--- src/sv/apr_pkg.sv ---
// Shared constants, types and state codes for the aging page replacement block.
// Used by the frame cell and the top level; depends on nothing else.
`timescale 1ns / 1ps
`default_nettype none

package apr_pkg;

  localparam int unsigned FRAMES    = 16;
  localparam int unsigned PAGE_BITS = 16;
  localparam int unsigned AGE_W     = 8;
  localparam int unsigned IDX_W     = (FRAMES > 1) ? $clog2(FRAMES) : 1;
  localparam int unsigned CNT_W     = $clog2(FRAMES + 1);
  localparam int unsigned CFG_W     = 5;

  localparam logic [AGE_W-1:0] AGE_TOP      = 8'd128;
  localparam logic [CFG_W-1:0] NF_RESET     = 5'd16;
  localparam logic             REG_NUM_FRAMES = 1'b0;

  // Search token handed from one frame cell to the next.
  typedef struct packed {
    logic                 vld;
    logic                 hit;
    logic [IDX_W-1:0]     hit_idx;
    logic [AGE_W:0]       min_age;
    logic [IDX_W-1:0]     min_idx;
    logic [PAGE_BITS-1:0] min_page;
  } tok_t;

  // Context and update command broadcast to every cell.
  typedef struct packed {
    logic [PAGE_BITS-1:0] page;
    logic [CNT_W-1:0]     rc;
    logic [CNT_W-1:0]     nf;
    logic                 upd;
    logic                 miss;
    logic [IDX_W-1:0]     used;
    logic [CNT_W-1:0]     rc_new;
  } ctl_t;

  typedef enum logic [2:0] {
    ST_IDLE   = 3'b001,
    ST_SEARCH = 3'b010,
    ST_UPDATE = 3'b100
  } state_e;

endpackage

`default_nettype wire

--- src/sv/apr_cell.sv ---
// One page frame: holds its page number and age counter, refines the search token.
// Depends on apr_pkg.
`timescale 1ns / 1ps
`default_nettype none

module apr_cell (
  input  wire logic                     clk_i,
  input  wire logic                     rst_ni,
  input  wire logic [apr_pkg::IDX_W-1:0] idx_i,
  input  wire apr_pkg::ctl_t            ctl_i,
  input  wire apr_pkg::tok_t            tok_i,
  output apr_pkg::tok_t                 tok_o
);
  import apr_pkg::*;

  logic [PAGE_BITS-1:0] page_q;
  logic [AGE_W-1:0]     age_q;
  tok_t                 tok_d;
  tok_t                 tok_q;
  logic                 vld_q;
  logic                 resident;
  logic                 in_use;

  assign resident = CNT_W'(idx_i) < ctl_i.rc;
  assign in_use   = CNT_W'(idx_i) < ctl_i.nf;

  always_comb begin
    tok_d = tok_i;
    if (resident && !tok_i.hit && (page_q == ctl_i.page)) begin
      tok_d.hit     = 1'b1;
      tok_d.hit_idx = idx_i;
    end
    // Strict compare keeps the lowest index on equal ages.
    if (in_use && ({1'b0, age_q} < tok_i.min_age)) begin
      tok_d.min_age  = {1'b0, age_q};
      tok_d.min_idx  = idx_i;
      tok_d.min_page = page_q;
    end
  end

  always_ff @(posedge clk_i or negedge rst_ni) begin
    if (!rst_ni) begin
      vld_q <= 1'b0;
    end else begin
      vld_q <= tok_i.vld;
    end
  end

  always_ff @(posedge clk_i) begin
    tok_q <= tok_d;
    if (ctl_i.upd) begin
      if (idx_i == ctl_i.used) begin
        if (ctl_i.miss) begin
          page_q <= ctl_i.page;
          age_q  <= AGE_TOP;
        end else begin
          age_q <= {1'b1, age_q[AGE_W-1:1]};
        end
      end else if (CNT_W'(idx_i) < ctl_i.rc_new) begin
        age_q <= {1'b0, age_q[AGE_W-1:1]};
      end
    end
  end

  always_comb begin
    tok_o     = tok_q;
    tok_o.vld = vld_q;
  end

endmodule

`default_nettype wire

--- src/sv/aging_page_replacement.sv ---
// Top level of the aging page replacement block: control, registers and the cell row.
// Depends on apr_pkg and apr_cell.
`timescale 1ns / 1ps
`default_nettype none

// Each input word is one page reference. The block keeps up to num_frames resident
// pages in a row of FRAMES frame cells, each with an 8-bit age counter. A search token
// enters the first cell in the cycle after the word is accepted and moves one cell per
// cycle, picking up a hit and the oldest frame among the first num_frames frames on
// the way. The token leaving the last cell is captured, and the update state then
// writes the page into the chosen frame and ages every resident counter in parallel.
// The next word is taken only after the update of the current reference is done.
// The result word sits in an output register, so the next reference is accepted
// while it waits to be taken; a new result is only written once the previous one
// has left, and the update cycle is held until then. The restart flag empties the
// table and zeroes the fault count before its own reference is handled. num_frames
// sits at byte address 0 of the APB port; 0 acts as 1 and values above FRAMES act
// as FRAMES. Frame contents need no clearing after reset, as only frames below the
// resident count are ever matched.
module aging_page_replacement (
  input  wire logic        clk_i,
  input  wire logic        rst_ni,
  // Reference stream.
  input  wire logic        s_axis_tvalid_i,
  output logic             s_axis_tready_o,
  input  wire logic [15:0] s_axis_tdata_i,   // [15:0] page
  input  wire logic        s_axis_tuser_i,   // [0] restart
  // Result stream.
  output logic             m_axis_tvalid_o,
  input  wire logic        m_axis_tready_i,
  output logic [55:0]      m_axis_tdata_o,   // [0] hit, [4:1] frame, [5] evicted,
                                             // [21:6] evicted_page, [53:22] fault_count
  // Configuration port.
  input  wire logic        psel_i,
  input  wire logic        penable_i,
  input  wire logic        pwrite_i,
  input  wire logic [2:0]  paddr_i,
  input  wire logic [31:0] pwdata_i,
  output logic [31:0]      prdata_o,
  output logic             pready_o
);
  import apr_pkg::*;

  state_e               state_q;
  logic                 start_q;
  logic [CFG_W-1:0]     nf_cfg_q;
  logic [CNT_W-1:0]     rc_q;
  logic [CNT_W-1:0]     nf_q;
  logic [CNT_W-1:0]     nf_clamped;
  logic [PAGE_BITS-1:0] page_q;
  logic [31:0]          fault_q;
  tok_t                 srch_q;

  logic                 m_valid_q;
  logic                 res_hit_q;
  logic [3:0]           res_frame_q;
  logic                 res_evict_q;
  logic [15:0]          res_epage_q;
  logic [31:0]          res_fault_q;

  tok_t                 tok [FRAMES+1];
  ctl_t                 ctl;

  logic                 accept;
  logic                 out_free;
  logic                 do_update;
  logic                 append;
  logic                 evict;
  logic [IDX_W-1:0]     used;
  logic [CNT_W-1:0]     rc_new;
  logic [31:0]          fault_new;

  // The configuration register.
  assign pready_o = 1'b1;
  assign prdata_o = (paddr_i[2] == REG_NUM_FRAMES) ? {{(32-CFG_W){1'b0}}, nf_cfg_q} : '0;

  always_ff @(posedge clk_i or negedge rst_ni) begin
    if (!rst_ni) begin
      nf_cfg_q <= NF_RESET;
    end else if (psel_i && penable_i && pwrite_i && pready_o &&
                 (paddr_i[2] == REG_NUM_FRAMES)) begin
      nf_cfg_q <= pwdata_i[CFG_W-1:0];
    end
  end

  // Out-of-range frame counts are folded into 1..FRAMES when a word is taken.
  always_comb begin
    if (nf_cfg_q == '0) begin
      nf_clamped = CNT_W'(1);
    end else if (32'(nf_cfg_q) > FRAMES) begin
      nf_clamped = CNT_W'(FRAMES);
    end else begin
      nf_clamped = CNT_W'(nf_cfg_q);
    end
  end

  assign s_axis_tready_o = (state_q == ST_IDLE);
  assign accept          = s_axis_tvalid_i && s_axis_tready_o;
  assign out_free        = !m_valid_q || m_axis_tready_i;
  assign do_update       = (state_q == ST_UPDATE) && out_free;

  // Decision from the token that left the last cell. A miss fills the next free frame
  // while the resident count is below num_frames, and otherwise replaces the oldest frame.
  assign append = !srch_q.hit && (rc_q < nf_q);
  assign evict  = !srch_q.hit && !append;
  assign rc_new = append ? rc_q + CNT_W'(1) : rc_q;
  assign fault_new = (!srch_q.hit && (fault_q != '1)) ? fault_q + 32'd1 : fault_q;

  always_comb begin
    priority if (srch_q.hit) begin
      used = srch_q.hit_idx;
    end else if (append) begin
      used = IDX_W'(rc_q);
    end else begin
      used = srch_q.min_idx;
    end
  end

  always_comb begin
    ctl.page   = page_q;
    ctl.rc     = rc_q;
    ctl.nf     = nf_q;
    ctl.upd    = do_update;
    ctl.miss   = !srch_q.hit;
    ctl.used   = used;
    ctl.rc_new = rc_new;
  end

  // The token enters the first cell with no hit and an age above any counter.
  always_comb begin
    tok[0].vld      = start_q;
    tok[0].hit      = 1'b0;
    tok[0].hit_idx  = '0;
    tok[0].min_age  = {1'b1, {AGE_W{1'b0}}};
    tok[0].min_idx  = '0;
    tok[0].min_page = '0;
  end

  for (genvar k = 0; k < FRAMES; k++) begin : g_cell
    apr_cell u_cell (
      .clk_i  (clk_i),
      .rst_ni (rst_ni),
      .idx_i  (IDX_W'(k)),
      .ctl_i  (ctl),
      .tok_i  (tok[k]),
      .tok_o  (tok[k+1])
    );
  end

  // Sequencer and table-wide counters.
  always_ff @(posedge clk_i or negedge rst_ni) begin
    if (!rst_ni) begin
      state_q   <= ST_IDLE;
      start_q   <= 1'b0;
      rc_q      <= '0;
      fault_q   <= '0;
      m_valid_q <= 1'b0;
    end else begin
      start_q <= accept;
      unique case (state_q)
        ST_IDLE: begin
          if (accept) begin
            if (s_axis_tuser_i) begin
              rc_q    <= '0;
              fault_q <= '0;
            end
            state_q <= ST_SEARCH;
          end
        end
        ST_SEARCH: begin
          if (tok[FRAMES].vld) begin
            state_q <= ST_UPDATE;
          end
        end
        ST_UPDATE: begin
          if (out_free) begin
            rc_q    <= rc_new;
            fault_q <= fault_new;
            state_q <= ST_IDLE;
          end
        end
        default: begin
          state_q <= ST_IDLE;
        end
      endcase
      if (do_update) begin
        m_valid_q <= 1'b1;
      end else if (m_axis_tready_i) begin
        m_valid_q <= 1'b0;
      end
    end
  end

  // Payload registers.
  always_ff @(posedge clk_i) begin
    if (accept) begin
      page_q <= PAGE_BITS'(s_axis_tdata_i);
      nf_q   <= nf_clamped;
    end
    if ((state_q == ST_SEARCH) && tok[FRAMES].vld) begin
      srch_q <= tok[FRAMES];
    end
    if (do_update) begin
      res_hit_q   <= srch_q.hit;
      res_frame_q <= 4'(used);
      res_evict_q <= evict;
      res_epage_q <= evict ? 16'(srch_q.min_page) : 16'd0;
      res_fault_q <= fault_new;
    end
  end

  assign m_axis_tvalid_o = m_valid_q;
  assign m_axis_tdata_o  = {2'b00, res_fault_q, res_epage_q, res_evict_q, res_frame_q,
                            res_hit_q};

endmodule

`default_nettype wire
--- config.mk ---
export PLATFORM = sky130hd
export DESIGN_NAME = aging_page_replacement
export DESIGN_NICKNAME = d
export VERILOG_FILES = /design/src/sv/apr_pkg.sv /design/src/sv/apr_cell.sv /design/src/sv/aging_page_replacement.sv
export SDC_FILE = /design/constraint.sdc
export NUM_CORES = 1
export LEC_CHECK = 0
export ABC_AREA = 1
export BUFFER_PORTS_ARGS = -buffer_cell sky130_fd_sc_hd__buf_2
export CELL_PAD_IN_SITES_DETAIL_PLACEMENT = 1
export CELL_PAD_IN_SITES_GLOBAL_PLACEMENT = 2
export CORE_MARGIN = 3
export CORE_UTILIZATION = 40
export CTS_BUF_LIST = sky130_fd_sc_hd__clkbuf_16
export DETAILED_ROUTE_END_ITERATION = 10
export HOLD_SLACK_MARGIN = 0.12
export PLACE_DENSITY_LB_ADDON = 0.1
export SETUP_SLACK_MARGIN = 0.5
export SLEW_MARGIN = 20
export SYNTH_ARGS = -nofsm -noshare
export SYNTH_HDL_FRONTEND = slang
export SYNTH_SLANG_ARGS = --single-unit
--- constraint.sdc ---
create_clock -name clk_i -period 4.7 [get_ports clk_i]
set_input_delay 0.94 -clock clk_i [delete_from_list [all_inputs] [get_ports clk_i]]
set_output_delay 0.94 -clock clk_i [all_outputs]
set_load 0.02 [all_outputs]
Yosys cells after proc, flatten, opt, wreduce, memory -nomap -nowiden
Index checks and enable logic that the tools add are counted.
Word-level totals
  bits in registers: 1082
  input bits: 59
  output and inout port bits: 91
  word-level logic and storage cells: 484
Cells by class
  add/subtract/negate cells: 2
  $lt $le $gt $ge: 66
  equality and inequality tests: 39
  multiplexer cells: 85
  bitwise logic cells: 2
  reduce and logical (&&, ||, !) cells: 130
Operator list (number)
  $mux W28: 14
  $eq A16 B16 Y1: 16
  $mux W8: 32
  $lt A8 B9 Y1: 15
  $mux W32: 4
  $lt A4 B5 Y1 const A: 24
  $mux W7: 16
  $pmux W32 S2: 1
  $lt A3 B5 Y1 const A: 12
  $logic_and A1 B1 Y1: 56
  $reduce_and A3 Y1: 17
  $reduce_bool A2 Y1: 18
  $mux W5: 7
  $add A32 B1 Y32 const B: 1
  $eq A4 B4 Y1 const A: 8
  $ne A32 B32 Y1 const B: 1
  $reduce_and A2 Y1: 16
  $lt A1 B5 Y1 const A: 6
  $lt A2 B5 Y1 const A: 6
  $mux W29: 1
  $logic_not A1 Y1: 18
  $eq A3 B4 Y1 const A: 4
  $mux W16: 1
  $pmux W5 S2: 1
  other kinds (21): 29

Longest topological paths before layout
Gate-level depths: netlist of run 1.
  depth in word-level cells: 7
  gate-level depth with buffers: 14
  mapped depth without buffers: 14

Cells and area by module
A second synthesis of run 1 with hierarchy kept.
Unflattened totals
  cells, all modules: 6701
  area, all modules: 53831.6 µm²
Modules (own cells, without submodules)
  apr_cell at g_cell[0].u_cell ...: times used 13, cells an instance 373, area an instance 2926.6 µm², seq. area each 1426.4 µm²
  aging_page_replacement: times used 1, cells an instance 734, area an instance 7054.3 µm², seq. area each 4181.5 µm²
  apr_cell at g_cell[8].u_cell: times used 1, cells an instance 373, area an instance 2916.5 µm², seq. area each 1426.4 µm²
  apr_cell at g_cell[13].u_cell: times used 1, cells an instance 372, area an instance 2909.0 µm², seq. area each 1426.4 µm²
  apr_cell at g_cell[9].u_cell: times used 1, cells an instance 373, area an instance 2906.5 µm², seq. area each 1426.4 µm²

Least setup slack after synthesis of run 1
OpenSTA, ideal clock, no wires.
  kind: input-to-reg
  start point: in m_axis_tready_i
  end point: reg res_epage_q[0] (enable)
  library setup time: 0.439 ns
  arrival: 2.899 ns
  path slack: 1.362 ns
  stages: 3
  path buffers: 1
  path through: nor2_1 nor2_1 clkbuf_1
RTL lines
  start: declaration: RTL line aging_page_replacement.sv:30  | input wire logic m_axis_tready_i,
  end signal: assignment: RTL line aging_page_replacement.sv:207  | res_epage_q <= evict ? 16'(srch_q.min_page) : 16'd0;
  end: declaration: RTL line aging_page_replacement.sv:58  | logic [15:0] res_epage_q;

Worst setup path in the final report of run 1
  start point: reg nf_q[4]
  end point: reg g_cell[14].u_cell.age_q[2] (enable)
Between the ends
  longest elaborated chain between the ends: 7
RTL lines
  start: declaration: RTL line aging_page_replacement.sv:48  | logic [CNT_W-1:0] nf_q;
  start signal: assignment: RTL line aging_page_replacement.sv:198  | nf_q <= nf_clamped;
  $lt A5 B5 Y1 (*): RTL line aging_page_replacement.sv:104  | assign append = !srch_q.hit && (rc_q < nf_q);
  $logic_and A1 B1 Y1 (*): RTL line aging_page_replacement.sv:104
  branches (longest 3 deep; another with $lt A4 B5 Y1)
  $reduce_bool A2 Y1 (no source line) (*)
  $reduce_and A2 Y1 (no source line) (*)
  end signal: assignment: RTL line apr_cell.sv:57  | age_q <= {1'b1, age_q[AGE_W-1:1]};
  end signal: assignment: RTL line apr_cell.sv:60  | age_q <= {1'b0, age_q[AGE_W-1:1]};
  end: declaration: RTL line apr_cell.sv:17  | logic [AGE_W-1:0] age_q;
Every way passes the cells marked *.
A chain may end at the register's enable or synchronous reset.

==> summary.md, run 1 <==
| Metric | Value |
|---|---|
| Result of the run | finished clean |
| Number of antenna-violating nets in the routed design | 0 |
| Startpoint of the lowest-slack hold path | g_cell[5].u_cell.vld_q |
| LEAKAGE | roughly 21 nW |
| Detail Route met3 WL | roughly 5400 um |
| Starting DRC count in detailed routing | between 1500 and 2000 |
| HP Class | reg -> reg |
| Worst-case vdd ir drop | roughly 380 uV |
| Kind of critical path | reg -> reg |
| Share of post-route cells with drive strength above 1 | 0.1029 |
| Post-route worst hold slack | ~0.34 ns |
| Reg2reg start | nf_q[4] |
| List of cells traversed by the critical path | inv_1 > ha_1 > nand2_1 > nor2_1 > nand2_4 > nand4_4 > nand2_1 > nand2_1 > nor2_2 > nand3_1 > nand2_1 > nor2_1 > nor2_1 |
| Number of sinks driven by the clock tree | between 1000 and 1500 |
| Clock-pin slew on the worst setup and hold paths | ~0.060 ns |
| Cell type of the slowest stage on the worst timing path | sky130_fd_sc_hd__nor2_1 |
| Final Wtd Congestion | 0.8341 |
| Areal power density over the cells | 542.5 nW/um^2 |
| Synthesized area per cell | slightly below 10 um^2 |
| Post-route fraction of the period consumed by the critical path | 0.7839 |
| Half-perimeter wire length after placement | approximately 84000 um |
| Largest area contributor in the netlist | sky130_fd_sc_hd__edfxtp_1 |
| Count of input and output buffers | 90 |
| Via count of the first global-routing pass | around 30000 |
| Area added between synthesis and finish | 13.34% |
| Worst Hold Depth | 0 |
| Worst-path fanout max | 13 |
| Drt total wl | 119100 um |
| Worst-case setup margin in the final layout | between 1 and 1.5 ns |
| DRC errors left | 0 |
| Global-route wire length before repair | 180700 um |
| Synthesized area | around 42000 um^2 |
| Proportion of register bits with asynchronous set or reset after synthesis | 0.05989 |
| Clk_lat worst skew | between 0.7 and 0.8 ns |
| Total length of routed met2 wires | about 56000 um |
| Main area contributors after synthesis | sky130_fd_sc_hd__edfxtp_1 (34%), sky130_fd_sc_hd__dfxtp_1 (24%), sky130_fd_sc_hd__nand2_1 (8.6%) |
| Num rows | roughly 120 |
| Tightest slew margin relative to the limit | 0.1939 |
| GRT Resource Usage Total | 0.2195 |
| Unrepaired setup endpoints after global routing | false |
| Top cell by count, worst path | sky130_fd_sc_hd__nand2_1 |
| Total CTS buffers | 113 |
| Core Box Area | ~100000 um^2 |
| Fraction of post-synthesis cell area in the top cell type by area | 0.3450 |
| Type of destination of the critical path | flip-flop |
| Number of antenna violations at the first check in global routing | 9 |
| Clock Path Buffers | 3 |
| Max Slew Vio Count | 0 |
| Worst Path Required | approximately 5 ns |
| Count of cells resized by post-cts repair | 0 |
| Final critical path time including I/O delays and setup | approximately 3.7 ns |
| Number of ports placed on the die boundary | 150 |
| Reg-to-reg slack, setup | slightly above 1 ns |
| Drt first pass iters | 5 |
| Post-detailed-route wirelength per cell | 20.18 um |
| Pin count of the biggest net entering global routing | between 70 and 80 |
| Starting density of the core | 0.4047 |
| CTS hold repair buffers | 0 |
| Count of final hold-check violations | 0 |
| Flip-flop and latch count after synthesis | between 1000 and 1500 |
| Share of synthesized area occupied by flip-flops and latches | 0.6224 |
| Layout net count | ~4600 |
| Maximum level of the CTS H-tree | 3 |
| Reg-to-reg endpoint | g_cell[14].u_cell.age_q[2] |
| Crit path buf inv count | 1 |
| Highest metal layer with signal wires | met4 |
| TritonCTS clock tree | yes |
| Worst-Margin Slew | between 1 and 1.5 ns |
| Startpoint class of the critical path | flip-flop |
| Number of instances in the synthesized netlist | 4284 |
| Number of distinct standard cells referenced by the synthesized netlist | 57 |
| Endpoint of the worst hold path | g_cell[6].u_cell.vld_q |
| DP Worst Slack | around 0.64 ns |
| Height of the die | approximately 330 um |
| GRT Residual Overflow | 0 |
| Top FF cell, synth | sky130_fd_sc_hd__dfxtp_1 |
| Die outline area | between 100000 and 150000 um^2 |
| Final number of setup-violating endpoints | 0 |
| Total Neg Setup Slack | 0 ns |
| R2r worst-path depth | 13 |
| Per-cell via count in the routed design | 4.879 |
| Clock Skew | 0.05625 ns |
| Buffer cell driving the clock tree root | sky130_fd_sc_hd__clkbuf_16 |
| Number of synthesized flops with an enable pin | between 400 and 500 |
| PnR Total Power | approximately 26 mW |
| Critical path data arrival time | 3.99 ns |
| Die X | 330.5 um |
| Max Cap Viol | 0 |
| Post CTS Setup Buffer Count | 0 |
| Peak clock frequency supported by timing | about 270 MHz |
| Cell family contributing the most delay on the critical path | simple AND/OR/NAND/NOR gates |
| Longest individual stage delay on the worst path | 0.69 ns |
| Number of logic stages on the critical path including buffering | 13 |
| Most common library cells after synthesis | sky130_fd_sc_hd__nand2_1 (969), sky130_fd_sc_hd__inv_1 (656), sky130_fd_sc_hd__dfxtp_1 (505), sky130_fd_sc_hd__edfxtp_1 (484), sky130_fd_sc_hd__nor2_1 (329) |
| Vias post-DR | 28796 |
| M1 wire length | roughly 54000 um |
| Syn. warnings | 0 |
| Most frequent cell after synthesis | sky130_fd_sc_hd__nand2_1 |
## report_power, final
| group | leakage, nW | internal (mW) | switching, mW |
|---|---|---|---|
| registers | 9.44 | 11.4 | 0.685 |
| clock network | 1.85 | 4.70 | 3.70 |
| logic | 9.66 | 1.64 | 3.74 |
| total | 20.9 | 17.8 | 8.13 |
## layer usage
metal	up-vias	global-route usage
met4	0	0.06250
met2	541	0.3664
met1	14040	0.2963
li1	14046	-
met3	169	0.03423
met5	-	0
## metrics by stage
step                utilization  std cells  cell area (um^2)
floorplan                     -       4312             42230
global placement         0.4248       5685             44220
detailed placement       0.4248       5685             44220
CTS                      0.4586       5899             47730
global route             0.4587       5899             47740
finish                   0.4587       5902             47750
## sequential cells by signal, summed over array words and instances, names as in the netlist
name / cells
rc_q: 5
g_cell.u_cell.page_q: 256
start_q: 1
nf_cfg_q: 5
res_frame_q: 4
fault_q: 32
page_q: 16
res_fault_q: 32
srch_q: 25
res_epage_q: 16
m_axis_tvalid_o: 1
res_evict_q: 1
nf_q: 5
state_q: 3
g_cell.u_cell.vld_q: 16
res_hit_q: 1
g_cell.u_cell.tok_o: 505
g_cell.u_cell.age_q: 128
## cells in the final DEF (no fill, tap or decap), drive strengths merged, types with 42 or more instances in the layout
cell type | synthesis | layout
nand3 | 92 | 92
dfrtp | 61 | 61
nor2 | 355 | 355
edfxtp | 484 | 484
xor2 | 68 | 68
ha | 113 | 113
o21ai | 308 | 308
xnor2 | 52 | 52
inv | 668 | 708
a21oi | 94 | 94
o22ai | 81 | 81
clkbuf | 87 | 115
nand4 | 42 | 42
mux2 | 54 | 54
clkinv | 5 | 55
nand2 | 988 | 988
buf | 78 | 158
dfxtp | 505 | 505
nor3 | 46 | 46
## worst max path at each step
stage,from,to,slack [ns]
finish,nf_q[4],g_cell[14].u_cell.age_q[2],1.02
global route,nf_q[4],g_cell[4].u_cell.age_q[6],0.72
CTS,nf_q[4],g_cell[2].u_cell.age_q[6],0.65
detailed placement,nf_q[4],g_cell[2].u_cell.age_q[1],0.64
global placement,nf_q[4],g_cell[2].u_cell.age_q[0],0.74
floorplan,m_axis_tready_i,res_epage_q[0],1.36
## logic make-up after synthesis
logic type      share of synthesized area
simple gates                       0.1571
buf+inv                           0.07900
other cells                     0.0001783
fa+ha+maj                         0.03356
compound gates                    0.06816
xor+xnor                          0.02513
mux                               0.01443
flops                              0.6224
## layout make-up
cell class,instances,area [um^2]
inverter,673,2527
antenna,3,7.507
clock inverter,99,636.9
tap,1380,1727
timing repair buffer,158,960.9
multi-input combinational,2422,12790
sequential,1052,26220
clock buffer,115,2878
fill,11641,56340
No activity file was read; power rests on OpenSTA's default activity.
==> inputs of run 2 (changes only) <==
- CORE_UTILIZATION: 40 -> 36
- clock period: 4.7 -> 3.1 ns (I/O delays scaled with it)
==> summary.md, run 2 (synthesis results as in run 1) <==
| Metric | Value |
|---|---|
| Count of final hold-check violations | 0 (unchanged) |
| Commonest non-fill, non-tap cells in the layout | sky130_fd_sc_hd__nand2_1 (943), sky130_fd_sc_hd__inv_1 (692), sky130_fd_sc_hd__dfxtp_1 (505) |
| Number of ports placed on the die boundary | 150 (unchanged) |
| Peak clock frequency supported by timing | 370.3 MHz (+36%) |
| Height of the die | 348.1 um (+5.3%) |
| Areal power density over the cells | 785.7 nW/um^2 (+45%) |
| Worst-Margin Slew | 1.063 ns (-0.1452 ns) |
| Number of sinks driven by the clock tree | 1052 (unchanged) |
| Internal Pwr Total | 27.30 mW (+54%) |
| Clk_lat worst skew | 0.72 ns (about the same) |
| Count of input and output buffers | 90 (unchanged) |
| Drt total wl | 124700 um (+4.7%) |
| Max Cap Viol | 0 (unchanged) |
| Sequential power share | 0.459 (-0.009) |
| Starting density of the core | 0.3655 (-0.03928) |
| Core Box Area | 115300 um^2 (+11%) |
| Result of the run | finished clean |
| Starting DRC count in detailed routing | 1751 (-0.40%) |
| Half-perimeter wire length after placement | 89260 um (+5.7%) |
| Maximum level of the CTS H-tree | 3 (unchanged) |
| Share of post-route cells with drive strength above 1 | 0.1512 (+0.04832) |
| Part of the total power dissipated in the clock network | 0.315 (-0.009) |
| Startpoint class of the critical path | flip-flop |
| Most common cell after layout, fill and taps aside | sky130_fd_sc_hd__nand2_1 |
| Per-cell via count in the routed design | 4.754 (-2.6%) |
| Worst Path Required | 3.52 ns (-1.49 ns) |
| Net switching power figure | 12.56 mW (+54%) |
| Final critical path time including I/O delays and setup | 2.701 ns (-0.9834 ns) |
| Post-detailed-route wirelength per cell | 20.02 um (-0.78%) |
| Final Wtd Congestion | 0.8061 (-3.4%) |
| Die X | 348.1 um (+5.3%) |
| TritonCTS clock tree | yes |
| Post-route fraction of the period consumed by the critical path | 0.8712 (+0.08736) |
| Area added between synthesis and finish | 20.44% |
| Layout net count | 4786 (+4.2%) |
| Vias post-DR | 29604 (+2.8%) |
| Total CTS buffers | 114 (+0.88%) |
| Max Slew Vio Count | 0 (unchanged) |
| Total Neg Setup Slack | 0 ns (unchanged) |
| GRT Resource Usage Total | 0.2040 (-0.01551) |
| Buffer cell driving the clock tree root | sky130_fd_sc_hd__clkbuf_16 |
| Unrepaired setup endpoints after global routing | true |
| LEAKAGE | 22.43 nW (+7.1%) |
| Combinational Power Share | 0.225 (+0.017) |
| Worst-case vdd ir drop | 486.9 uV (+30%) |
| Pin count of the biggest net entering global routing | 76 (unchanged) |
| Kind of critical path | reg -> reg |
| Global-route wire length before repair | 188700 um (+4.4%) |
| # fillers | 12856 (+10%) |
| Critical path data arrival time | 3.12 ns (-0.87 ns) |
| Clock Skew | 0.04639 ns (-0.009868 ns) |
| Final number of setup-violating endpoints | 0 (unchanged) |
| Antenna cell count | 0 (-3) |
| Clock-pin slew on the worst setup and hold paths | 0.06 ns (about the same) |
| Number of antenna violations at the first check in global routing | 3 (-6) |
| DRC errors left | 0 (unchanged) |
| Largest register FFs | 505 (unchanged) |
| Tightest slew margin relative to the limit | 0.2915 (+0.09768) |
| Post-route core utilization | 0.4402 (-0.01856) |
| Number of antenna-violating nets in the routed design | 0 (unchanged) |
| Die outline area | 121200 um^2 (+11%) |
| GRT Residual Overflow | 0 (unchanged) |
| Worst-path fanout max | 8 (-5) |
| Num rows | 124 (+5.1%) |
| Drt first pass iters | 5 (unchanged) |
| HP Class | in -> reg |
| Via count of the first global-routing pass | 30728 (+2.3%) |
| Clock Path Buffers | 3 (unchanged) |
| Fraction of power spent switching nets | 0.3152 (+0.001112) |
| Type of destination of the critical path | flip-flop |
[run 2: cell types whose count changed in the layout (fill, tap and decap cells not counted), sizes merged]
cell	change
clkinvlp	-4
diode	-3
clkbuf	+8
buf	+170
dlygate4sd3	+18
bufinv	-4
clkinv	+1
inv	+7
[run 2: final timing paths]
path / startpoint / cells after the start / to / slack [ns]
min: pwdata_i[0] / 3 / nf_cfg_q[0] / 0.19
max: nf_q[4] / 15 / g_cell[4].u_cell.page_q[10] / 0.40
min in group asynchronous: rst_ni / 2 / fault_q[28] / 0.48
max reg2reg: nf_q[4] / 15 / g_cell[4].u_cell.page_q[10] / 0.40
min reg2reg: g_cell[4].u_cell.vld_q / 0 / g_cell[5].u_cell.vld_q / 0.35
max in group asynchronous: rst_ni / 3 / nf_cfg_q[4] / 1.90
[run 2: timing repair]
item	CTS	global route
pin swaps	20	40
setup buffers	31	30
hold buffers	18	0
gates cloned	3	5
gates resized for setup	63	85
endpoints found under the setup margin	416	531
hold endpoints to repair	37	0
[run 2: worst max-delay path, cell delays in order (launching register included)]
cell                        delay (ns)
sky130_fd_sc_hd__edfxtp_1         0.41
sky130_fd_sc_hd__inv_2            0.10
sky130_fd_sc_hd__ha_4             0.21
sky130_fd_sc_hd__nand2_2          0.09
sky130_fd_sc_hd__nand2_4          0.07
sky130_fd_sc_hd__a21oi_4          0.18
sky130_fd_sc_hd__nand2_4          0.12
sky130_fd_sc_hd__nand3_4          0.08
sky130_fd_sc_hd__nand3_4          0.07
sky130_fd_sc_hd__buf_6            0.14
sky130_fd_sc_hd__nor2_4           0.12
sky130_fd_sc_hd__buf_6            0.14
sky130_fd_sc_hd__buf_6            0.12
sky130_fd_sc_hd__nand2_8          0.07
sky130_fd_sc_hd__nor3_4           0.27
sky130_fd_sc_hd__clkbuf_16        0.22
[run 2: through the flow]
stage          instances  setup slack, ns  power (mW)  hold WS, ns  cell area [um^2]
3_3_place_gp        5923         -0.02363       27.23       0.3347             45660
3_5_place_dp        5923         -0.04750       27.38       0.3364             45660
5_1_grt             6227           0.2809       42.26       0.1712             50740
2_1_floorplan       4312           0.4803       23.65       0.3244             42490
4_1_cts             6192           0.4405       40.28       0.1368             49980
6_report            6227           0.3991       39.87       0.1883             50740
[run 2: area by class of cell]
cell class / count / area, um^2 / share of cell area
flip-flops and latches: 1052 / 26220 / 0.5168
multi-input cells: 2422 / 13430 / 0.2647
repair buffers: 351 / 3192 / 0.06290
clock buffers: 118 / 2953 / 0.05819
inverters: 673 / 2539 / 0.05003
well taps: 1512 / 1892 / 0.03728
clock inverters: 99 / 510.5 / 0.01006
[run 2: power groups by stage]
| stage | clock, mW | sequential [mW] | combinational [mW] |
|---|---|---|---|
| 2_1_floorplan | 0 | 18.3 | 5.34 |
| 3_3_place_gp | 0 | 18.6 | 8.66 |
| 3_5_place_dp | 0 | 18.6 | 8.76 |
| 4_1_cts | 13.0 | 18.3 | 8.98 |
| 5_1_grt | 13.5 | 18.6 | 10.1 |
| 6_report | 12.6 | 18.3 | 8.99 |
[run 2: layer usage]
| metal | up-vias | global-route usage | part of all wire |
|---|---|---|---|
| li1 | 14450 | - | - |
| met1 | 14535 | 0.2766 | 0.46 |
| met2 | 459 | 0.3479 | 0.48 |
| met3 | 160 | 0.02588 | 0.033 |
| met4 | 0 | 0.04829 | 0.022 |
| met5 | - | 0 | 0 |
